`config.mk`:
```
export PLATFORM = sky130hd
export DESIGN_NAME = rcn_mod
export DESIGN_NICKNAME = d
export VERILOG_FILES = /design/src/rtl/rcn_mod.sv
export SDC_FILE = /design/constraint.sdc
export NUM_CORES = 1
export LEC_CHECK = 0
export BUFFER_PORTS_ARGS = -buffer_cell sky130_fd_sc_hd__buf_2
export CAP_MARGIN = 20
export CORE_UTILIZATION = 55
export CTS_CLUSTER_SIZE = 40
export DETAILED_ROUTE_END_ITERATION = 6
export HOLD_SLACK_MARGIN = 0.06
export PLACE_DENSITY = 0.86
export SLEW_MARGIN = 20
export SYNTH_ARGS = -nofsm -noshare
export SYNTH_HDL_FRONTEND = slang
export SYNTH_SLANG_ARGS = --single-unit
export TNS_END_PERCENT = 10
```
`constraint.sdc`:
```
create_clock -name clk -period 2.65 [get_ports clk]
set_input_delay 0 -clock clk [delete_from_list [all_inputs] [get_ports clk]]
set_output_delay 0 -clock clk [all_outputs]
set_load 0.1 [all_outputs]
```
`src/rtl/rcn_mod.sv`:
```
// ----------------------------------------------------------------------------
// rcn_mod: iterative remainder unit
// Restoring division, one dividend bit per cycle; a zero divisor gives zero.
// ----------------------------------------------------------------------------
module rcn_mod (
	input  logic        clk,
	input  logic        arst_n,
	input  logic        start,
	input  logic [15:0] dividend,
	input  logic [15:0] divisor,
	output logic        busy,
	output logic [15:0] remainder
);

	logic [15:0] rem_q;
	logic [15:0] shift_q;
	logic [15:0] div_q;
	logic [4:0]  cnt_q;
	logic        busy_q;
	logic [16:0] trial;

	assign trial = {rem_q, shift_q[15]};

	always_ff @(posedge clk or negedge arst_n) begin
		if (!arst_n) begin
			busy_q <= 1'b0;
			cnt_q  <= '0;
		end else if (start) begin
			busy_q <= 1'b1;
			cnt_q  <= 5'd16;
		end else if (busy_q) begin
			cnt_q <= cnt_q - 5'd1;
			if (cnt_q == 5'd1) begin
				busy_q <= 1'b0;
			end
		end
	end

	always_ff @(posedge clk) begin
		if (start) begin
			rem_q   <= '0;
			shift_q <= dividend;
			div_q   <= divisor;
		end else if (busy_q) begin
			shift_q <= {shift_q[14:0], 1'b0};
			if (trial >= {1'b0, div_q}) begin
				rem_q <= 16'(trial - {1'b0, div_q});
			end else begin
				rem_q <= trial[15:0];
			end
		end
	end

	assign busy      = busy_q;
	assign remainder = (div_q == 16'd0) ? 16'd0 : rem_q;

endmodule

```
==> results by group, run 1 <==
GRT
  – Via count of the first global-routing pass: 2993
  – Final global-route overflow total: 0
  – Maximum number of pins on one net before global-route repair: 45
  – Wire length of the first global-routing pass: 14100 um
  – Total routing usage reported by global routing: 30.0%
  – Initial antenna violation count: 0

Setup path
  – Worst endpoint data arrival time: 2.76 ns
  – Required time reported for the critical path endpoint: 2.87 ns
  – Reg-to-reg critical path endpoint: rem_q[2]$_SDFFE_PP0P_
  – Highest cell delay on the worst timing path: 0.42 ns
  – Cell repeated most along the worst path: a21o_1
  – Crit path capture type: register
  – Worst setup path class: register to register
  – Worst flop-to-flop path startpoint: div_q[10]$_DFFE_PP_
  – Crit-path max FO: 10
  – Cell-by-cell listing of the critical path: inv_1, ha_1, a21o_1, a31o_2, a32oi_1, o211ai_1, buf_4, a21o_1, a32o_1
  – Slowest-stage cell, CP: edfxtp_1
  – CP Launch Type: register
  – Cell count of the worst reg-to-reg path: 9
  – Register-to-register path setup slack: 0.11 ns

Timing
  – Total of endpoints with negative setup slack in the final report: 0
  – Setup Skew: 0.0142 ns
  – Max-Slew Margin vs Limit: 55.7%
  – Final Critical Period: 2.54 ns
  – Measured slew at the worst slew-check pin: 0.664 ns
  – Total count of max-transition violations in the final report: 0
  – Final hold violations: 0
  – Unrepaired setup endpoints after global routing: true
  – Highest Clock Rate: 0.393 GHz
  – Post-route setup slack: 0.106 ns
  – Hold Worst Slack: 0.395 ns
  – Share of the clock period used by the worst path: 96.0%

Yosys
  – Most used DFF post-synth: edfxtp_1
  – Yosys warnings: 0
  – Mean instance size in the synthesized netlist: 9.91 sq um
  – Cell area after synthesis: 3270 sq um
  – Most instantiated cells after synthesis: edfxtp_1, nor2_1, inv_1, nand2_1
  – Area contributors post-synth: edfxtp_1, dfxtp_1, ha_1
  – Share of flip-flops with an asynchronous set or reset after synthesis: 11.1%
  – Most frequent cell after synthesis: edfxtp_1
  – Area leader, netlist: edfxtp_1
  – Count of flip-flops with a built-in enable after synthesis: 32
  – Area share of the largest cell type after synthesis: 29.4%
  – Distinct cell type count after synthesis: 52
  – Yosys reg bits: 54
  – Net Count, Synth: 384
  – Number of cells produced by synthesis: 330
  – Part of the Yosys area used for sequential elements: 43.8%

Clock network
  – Number of clock buffers inserted by TritonCTS: 5
  – Clk Latency, worst-skew pair: 0.32 ns
  – Root buf cell: clkbuf_8
  – Number of H-tree levels: 2
  – Maximum clock insertion buffer count: 2
  – Setup Buffers After CTS: 0
  – TritonCTS clock tree: yes
  – TritonCTS sink count: 54
  – Clock-pin slew on the worst setup and hold paths: 0.11 ns

Power and ir drop
  – Power spent charging and discharging nets: 0.000981 W
  – Internal Dissipation: 0.00157 W
  – Leakage power: 1.77 nW
  – Worst vdd rail ir drop: 440 uV
  – Switching Share: 38.5%
  – Pwr Density: 619 nW/um^2
  – Total power: 0.00255 W
  – Comb power frac: 38.4%
  – Clock network fraction of total power: 18.9%
  – Sequential Power Share: 42.7%

Die
  – Initial Utilization: 58.3%
  – Overall die height: 79.1 um
  – Horizontal die dimension: 79.1 um
  – Num ports: 52
  – Core footprint: 5610 sq um
  – Overall die area: 6260 sq um
  – Row cnt: 27

Hold path
  – End of the worst hold path: div_q[0]$_DFFE_PP_
  – Type of the worst min-delay path: input pin to register
  – Worst Hold Launch: divisor[0]
  – Number of cells traversed by the worst hold path: 2

Placement
  – Post-place instance area: 3660 sq um
  – Inst Count DP: 454
  – Number of port buffers: 51
  – Half-perimeter wire length after detailed placement: 5600 um
  – Setup Slack @ Placement: 0.186 ns
  – Final weighted congestion of routability-driven global placement: 0.977

Finish
  – Non-filler instance count after layout: 497
  – Signed area change from the synthesized netlist to the final layout: 25.9%
  – Total number of nets in the final design: 478
  – Layout cell share with drive strength beyond 1: 23.3%
  – Antenna diode instance count: 0
  – Fin area: 4120 sq um
  – Fillcell total: 372

Drt
  – DRT antenna net count: 0
  – Detail Route met3 WL: 780 um
  – Drt first pass iters: 5
  – Met2 Routed Length: 4160 um
  – Via density per instance: 6.08
  – DRC Markers: 0
  – Wire length on met1: 3450 um
  – Via Count: 3021
  – Number of DRC markers in iteration 0: 236
  – Average wire per cell in the routed design: 17.4 um
  – Wire length reported by the detailed router: 8670 um
  – Highest metal layer with signal wires: met4

Status
  – Status: completed

Flow run
  – Maximum Capacitance Violations: 0
## flip-flops by register name, indices dropped and copies added (netlist names)
name	flops
div_q	16
rem_q	16
shift_q	16
cnt_q	5
busy	1
## metal layers
| metal | vias up | global-route usage [%] |
|---|---|---|
| met4 | 0 | 13.5 |
| met3 | 25 | 6.90 |
| li1 | 1410 | - |
| met5 | - | 0 |
| met1 | 1424 | 37.0 |
| met2 | 162 | 49.7 |
## cells in the final DEF, fill, tap and decap left out, types with 8 or more instances in the layout
master,instances
edfxtp_1,32
xnor2_1,11
buf_2,51
a211oi_1,8
nand3_1,10
dlygate4sd3_1,35
dfxtp_1,16
mux2_2,15
inv_1,23
ha_1,18
nand2_1,19
o21ai_0,16
nor2_1,25
buf_4,16
and2_1,18
a21oi_1,15
nor4_1,8
## through the flow
step / util [%] / setup TNS (ns)
CTS: 73.1 / 0
global placement: 65.4 / 0
detailed placement: 65.4 / 0
global route: 73.4 / -0.00962
finish: 73.4 / 0
floorplan: - / 0
## worst max-delay path by stage
stage	startpoint	to	slack, ns	cells past startpoint
CTS	div_q[1]$_DFFE_PP_	rem_q[11]$_SDFFE_PP0P_	0.15	8
detailed placement	div_q[10]$_DFFE_PP_	rem_q[9]$_SDFFE_PP0P_	0.19	8
global route	div_q[10]$_DFFE_PP_	rem_q[8]$_SDFFE_PP0P_	-0.006	9
finish	div_q[10]$_DFFE_PP_	rem_q[2]$_SDFFE_PP0P_	0.11	9
floorplan	div_q[10]$_DFFE_PP_	rem_q[9]$_SDFFE_PP0P_	0.31	9
global placement	div_q[10]$_DFFE_PP_	rem_q[2]$_SDFFE_PP0P_	0.19	9
## kinds of logic (layout without fill, tap and decap cells)
kind of cell             after synthesis  count (layout)  share of synthesized area, %
AND/OR/NAND/NOR                      113             113                          18.1
AO/OA/AOI/OAI                         77              77                          17.1
flip-flops                            54              54                          43.8
buffers and inverters                 39             134                          4.90
adder cells (fa/ha/maj)               19              19                          7.50
multiplexers                          16              16                          5.47
XOR/XNOR                              12              12                          3.21
## critical path: cells and delay by family, from the launching register on
family                     cells  cell delay (ns)
adders and majority gates      1             0.26
buffers and inverters          2             0.33
DFF                            1             0.42
AOI/OAI and AO/OA              6             1.44
## layout make-up
cell class                 instances  area (sq um)  share of cell area (%)
sequential                        54          1430                    34.8
timing repair buffer             102           726                    17.6
clock inverter                     2          13.8                   0.334
multi-input combinational        237          1690                    41.1
tap                               72          90.1                    2.19
inverter                          24          90.1                    2.19
clock buffer                       6          72.6                    1.76
## power groups by stage
stage          Clock (W)  Combinational [W]  Sequential [W]
4_1_cts         0.000472           0.000942         0.00108
3_5_place_dp           0           0.000895         0.00110
6_report        0.000482           0.000979         0.00109
2_1_floorplan          0           0.000688         0.00109
3_3_place_gp           0           0.000874         0.00109
5_1_grt         0.000503            0.00105         0.00110
## timing repair
action | 4_1_cts | 5_1_grt
endpoints found under the hold margin | 41 | 0
resized for setup | 0 | 5
hold buffers | 35 | 0
setup endpoints to repair | 0 | 8
No activity file was read; power rests on OpenSTA's default activity.
==> run 2: changes to the inputs <==
BUFFER_PORTS_ARGS = default   (was -buffer_cell sky130_fd_sc_hd__buf_2)
DONT_BUFFER_PORTS = 1   (was default)
PLACE_DENSITY = 0.78   (was 0.86)
clock period = 3.3 ns   (was 2.65 ns; I/O delays follow)
==> results by group, run 2 (synthesis gave the netlist of run 1 again) <==
Setup path
  – Cell count along the critical path: 9 (unchanged)
  – Slowest-stage cell, CP: dlygate4sd3_1
  – Required time reported for the critical path endpoint: 3.57 ns (+0.70 ns)
  – Cell count of the worst reg-to-reg path: 9 (unchanged)
  – Highest cell delay on the worst timing path: 0.58 ns (+0.16 ns)
  – Launch point of the worst path: div_q[10]$_DFFE_PP_
  – Worst setup path class: register to register
  – Worst endpoint data arrival time: 3.32 ns (+0.56 ns)
  – Crit path capture type: register
  – Crit path max-delay family: compound AO/OA/AOI/OAI gates
  – Worst flop-to-flop path startpoint: div_q[10]$_DFFE_PP_
  – CP Launch Type: register
  – Crit path buffers/inverters: 2 (unchanged)
  – Cell-by-cell listing of the critical path: inv_1, ha_1, a21o_1, a31o_2, a32oi_1, o211a_4, nor2_2, a2111oi_2, dlygate4sd3_1
  – Crit-path max FO: 9 (-1)

Drt
  – Via density per instance: 6.27 (+3.2%)
  – Via Count: 2735 (-9.5%)
  – Drt first pass iters: 4 (-1)
  – Detail Route met3 WL: 693 um (-11%)
  – Number of DRC markers in iteration 0: 296 (+25%)
  – DRC Markers: 0 (unchanged)
  – DRT antenna net count: 0 (unchanged)
  – Highest metal layer with signal wires: met4
  – Average wire per cell in the routed design: 18.7 um (+7.0%)
  – Wire length on met1: 3340 um (-3.1%)
  – Wire length reported by the detailed router: 8140 um (-6.1%)
  – Met2 Routed Length: 3820 um (-8.2%)

Clock network
  – Maximum clock insertion buffer count: 2 (unchanged)
  – Clock-pin slew on the worst setup and hold paths: 0.11 ns (about the same)
  – Number of clock buffers inserted by TritonCTS: 5 (unchanged)
  – TritonCTS sink count: 54 (unchanged)
  – Number of H-tree levels: 2 (unchanged)
  – TritonCTS clock tree: yes
  – Clk Latency, worst-skew pair: 0.32 ns (about the same)
  – Root buf cell: clkbuf_8

GRT
  – Total routing usage reported by global routing: 27.9% (-2.0 points)
  – Wire length of the first global-routing pass: 13300 um (-5.9%)
  – Final global-route overflow total: 0 (unchanged)
  – Maximum number of pins on one net before global-route repair: 49 (+8.9%)
  – Initial antenna violation count: 0 (unchanged)
  – Via count of the first global-routing pass: 2654 (-11%)

Timing
  – Total count of max-transition violations in the final report: 0 (unchanged)
  – Total negative setup slack: 0 ns (unchanged)
  – Share of the clock period used by the worst path: 92.3% (-3.7 points)
  – Final Critical Period: 3.05 ns (+0.503 ns)
  – Highest Clock Rate: 0.328 GHz (-17%)
  – Unrepaired setup endpoints after global routing: false
  – Setup Skew: 0.0157 ns (+0.00145 ns)
  – Total of endpoints with negative setup slack in the final report: 0 (unchanged)
  – Final hold violations: 0 (unchanged)
  – Max-Slew Margin vs Limit: 34.6% (-21 points)
  – Measured slew at the worst slew-check pin: 0.988 ns (+0.324 ns)
  – Post-route setup slack: 0.253 ns (+0.147 ns)

Die
  – Core footprint: 5610 sq um (unchanged)
  – Initial Utilization: 58.3% (unchanged)
  – Row cnt: 27 (unchanged)
  – Num ports: 52 (unchanged)
  – Overall die height: 79.1 um (unchanged)
  – Overall die area: 6260 sq um (unchanged)
  – Horizontal die dimension: 79.1 um (unchanged)

Power and ir drop
  – Comb power frac: 34.3% (-4.1 points)
  – Power spent charging and discharging nets: 0.000759 W (-23%)
  – Internal Dissipation: 0.00130 W (-17%)
  – Pwr Density: 537 nW/um^2 (-13%)
  – Switching Share: 36.9% (-1.6 points)
  – Worst vdd rail ir drop: 381 uV (-14%)
  – Total power: 0.00205 W (-19%)
  – Leakage power: 1.52 nW (-14%)
  – Sequential Power Share: 43.0% (+0.3 points)
  – Clock network fraction of total power: 22.7% (+3.8 points)

Placement
  – Number of port buffers: 0 (-100%)
  – Final weighted congestion of routability-driven global placement: 1.04 (+6.6%)
  – Setup Slack @ Placement: 0.549 ns (+0.363 ns)
  – Half-perimeter wire length after detailed placement: 4950 um (-12%)

Finish
  – Antenna diode instance count: 0 (unchanged)
  – Fillcell total: 426 (+15%)
  – Most common library cell in the layout ignoring fill and taps: dlygate4sd3_1
  – Most frequent cells in the layout: dlygate4sd3_1, edfxtp_1, nor2_1, inv_1, nand2_1
  – Post-Route Utilization: 68.2% (-5.2 points)
  – Layout cell share with drive strength beyond 1: 9.62% (-14 points)
  – Signed area change from the synthesized netlist to the final layout: 17.0%
  – Registers with the highest flip-flop counts: div_q x16, rem_q x16, shift_q x16
  – Total number of nets in the final design: 417 (-13%)

Hold path
  – Number of cells traversed by the worst hold path: 3 (+1)
  – Worst Hold Launch: start
  – Type of the worst min-delay path: input pin to register

Flow run
  – Maximum Capacitance Violations: 0 (unchanged)

Status
  – Status: completed
## run 2: area by class of cell
class / instances / area [sq um] / area share, %
sequential: 54 / 1430 / 37.4
tap: 72 / 90.1 / 2.35
multi-input combinational: 237 / 1690 / 44.1
inverter: 24 / 90.1 / 2.35
clock buffer: 5 / 68.8 / 1.80
clock inverter: 3 / 48.8 / 1.28
timing repair buffer: 41 / 410 / 10.7
## run 2: metrics by stage
step	std cells	instance area (sq um)	hold slack, ns
6_report	436	3830	0.0871
5_1_grt	436	3830	0.105
4_1_cts	435	3810	0.0756
3_5_place_dp	390	3310	-0.296
3_3_place_gp	390	3310	-0.295
2_1_floorplan	330	3270	-0.296
## run 2: worst paths after layout
check | end | slack [ns]
worst max-delay path | rem_q[8]$_SDFFE_PP0P_ | 0.25
worst min-delay path | rem_q[12]$_SDFFE_PP0P_ | 0.09
worst max register to register | rem_q[8]$_SDFFE_PP0P_ | 0.25
worst min register to register | rem_q[12]$_SDFFE_PP0P_ | 0.53
max in group asynchronous | cnt_q[1]$_DFFE_PN0P_ | 2.57
min in group asynchronous | cnt_q[2]$_DFFE_PN0P_ | 0.52
## run 2: worst register-to-register path: stages, from the launching register on
cell           delay [ns]
edfxtp_1             0.41
inv_1                0.11
ha_1                 0.32
a21o_1               0.25
a31o_2               0.27
a32oi_1              0.31
o211a_4              0.30
nor2_2               0.14
a2111oi_2            0.32
dlygate4sd3_1        0.58
## run 2: power groups by stage
stage	Clock (W)	Sequential [W]	Combinational (W)
6_report	0.000466	0.000884	0.000705
5_1_grt	0.000494	0.000894	0.000758
4_1_cts	0.000469	0.000880	0.000682
3_5_place_dp	0	0.000893	0.000629
3_3_place_gp	0	0.000891	0.000616
2_1_floorplan	0	0.000876	0.000552
## run 2: what timing repair did
action                                 4_1_cts  5_1_grt
setup buffers                                0        1
gates resized for setup                      0        2
hold buffers                                37        0
endpoints found under the hold margin       70        0
setup endpoints to repair                    0        1
## run 2: metal layers
| metal | up-vias | global-route usage [%] |
|---|---|---|
| met5 | - | 0 |
| met4 | 0 | 12.2 |
| met3 | 29 | 7.59 |
| met2 | 118 | 44.8 |
| met1 | 1298 | 35.3 |
| li1 | 1290 | - |
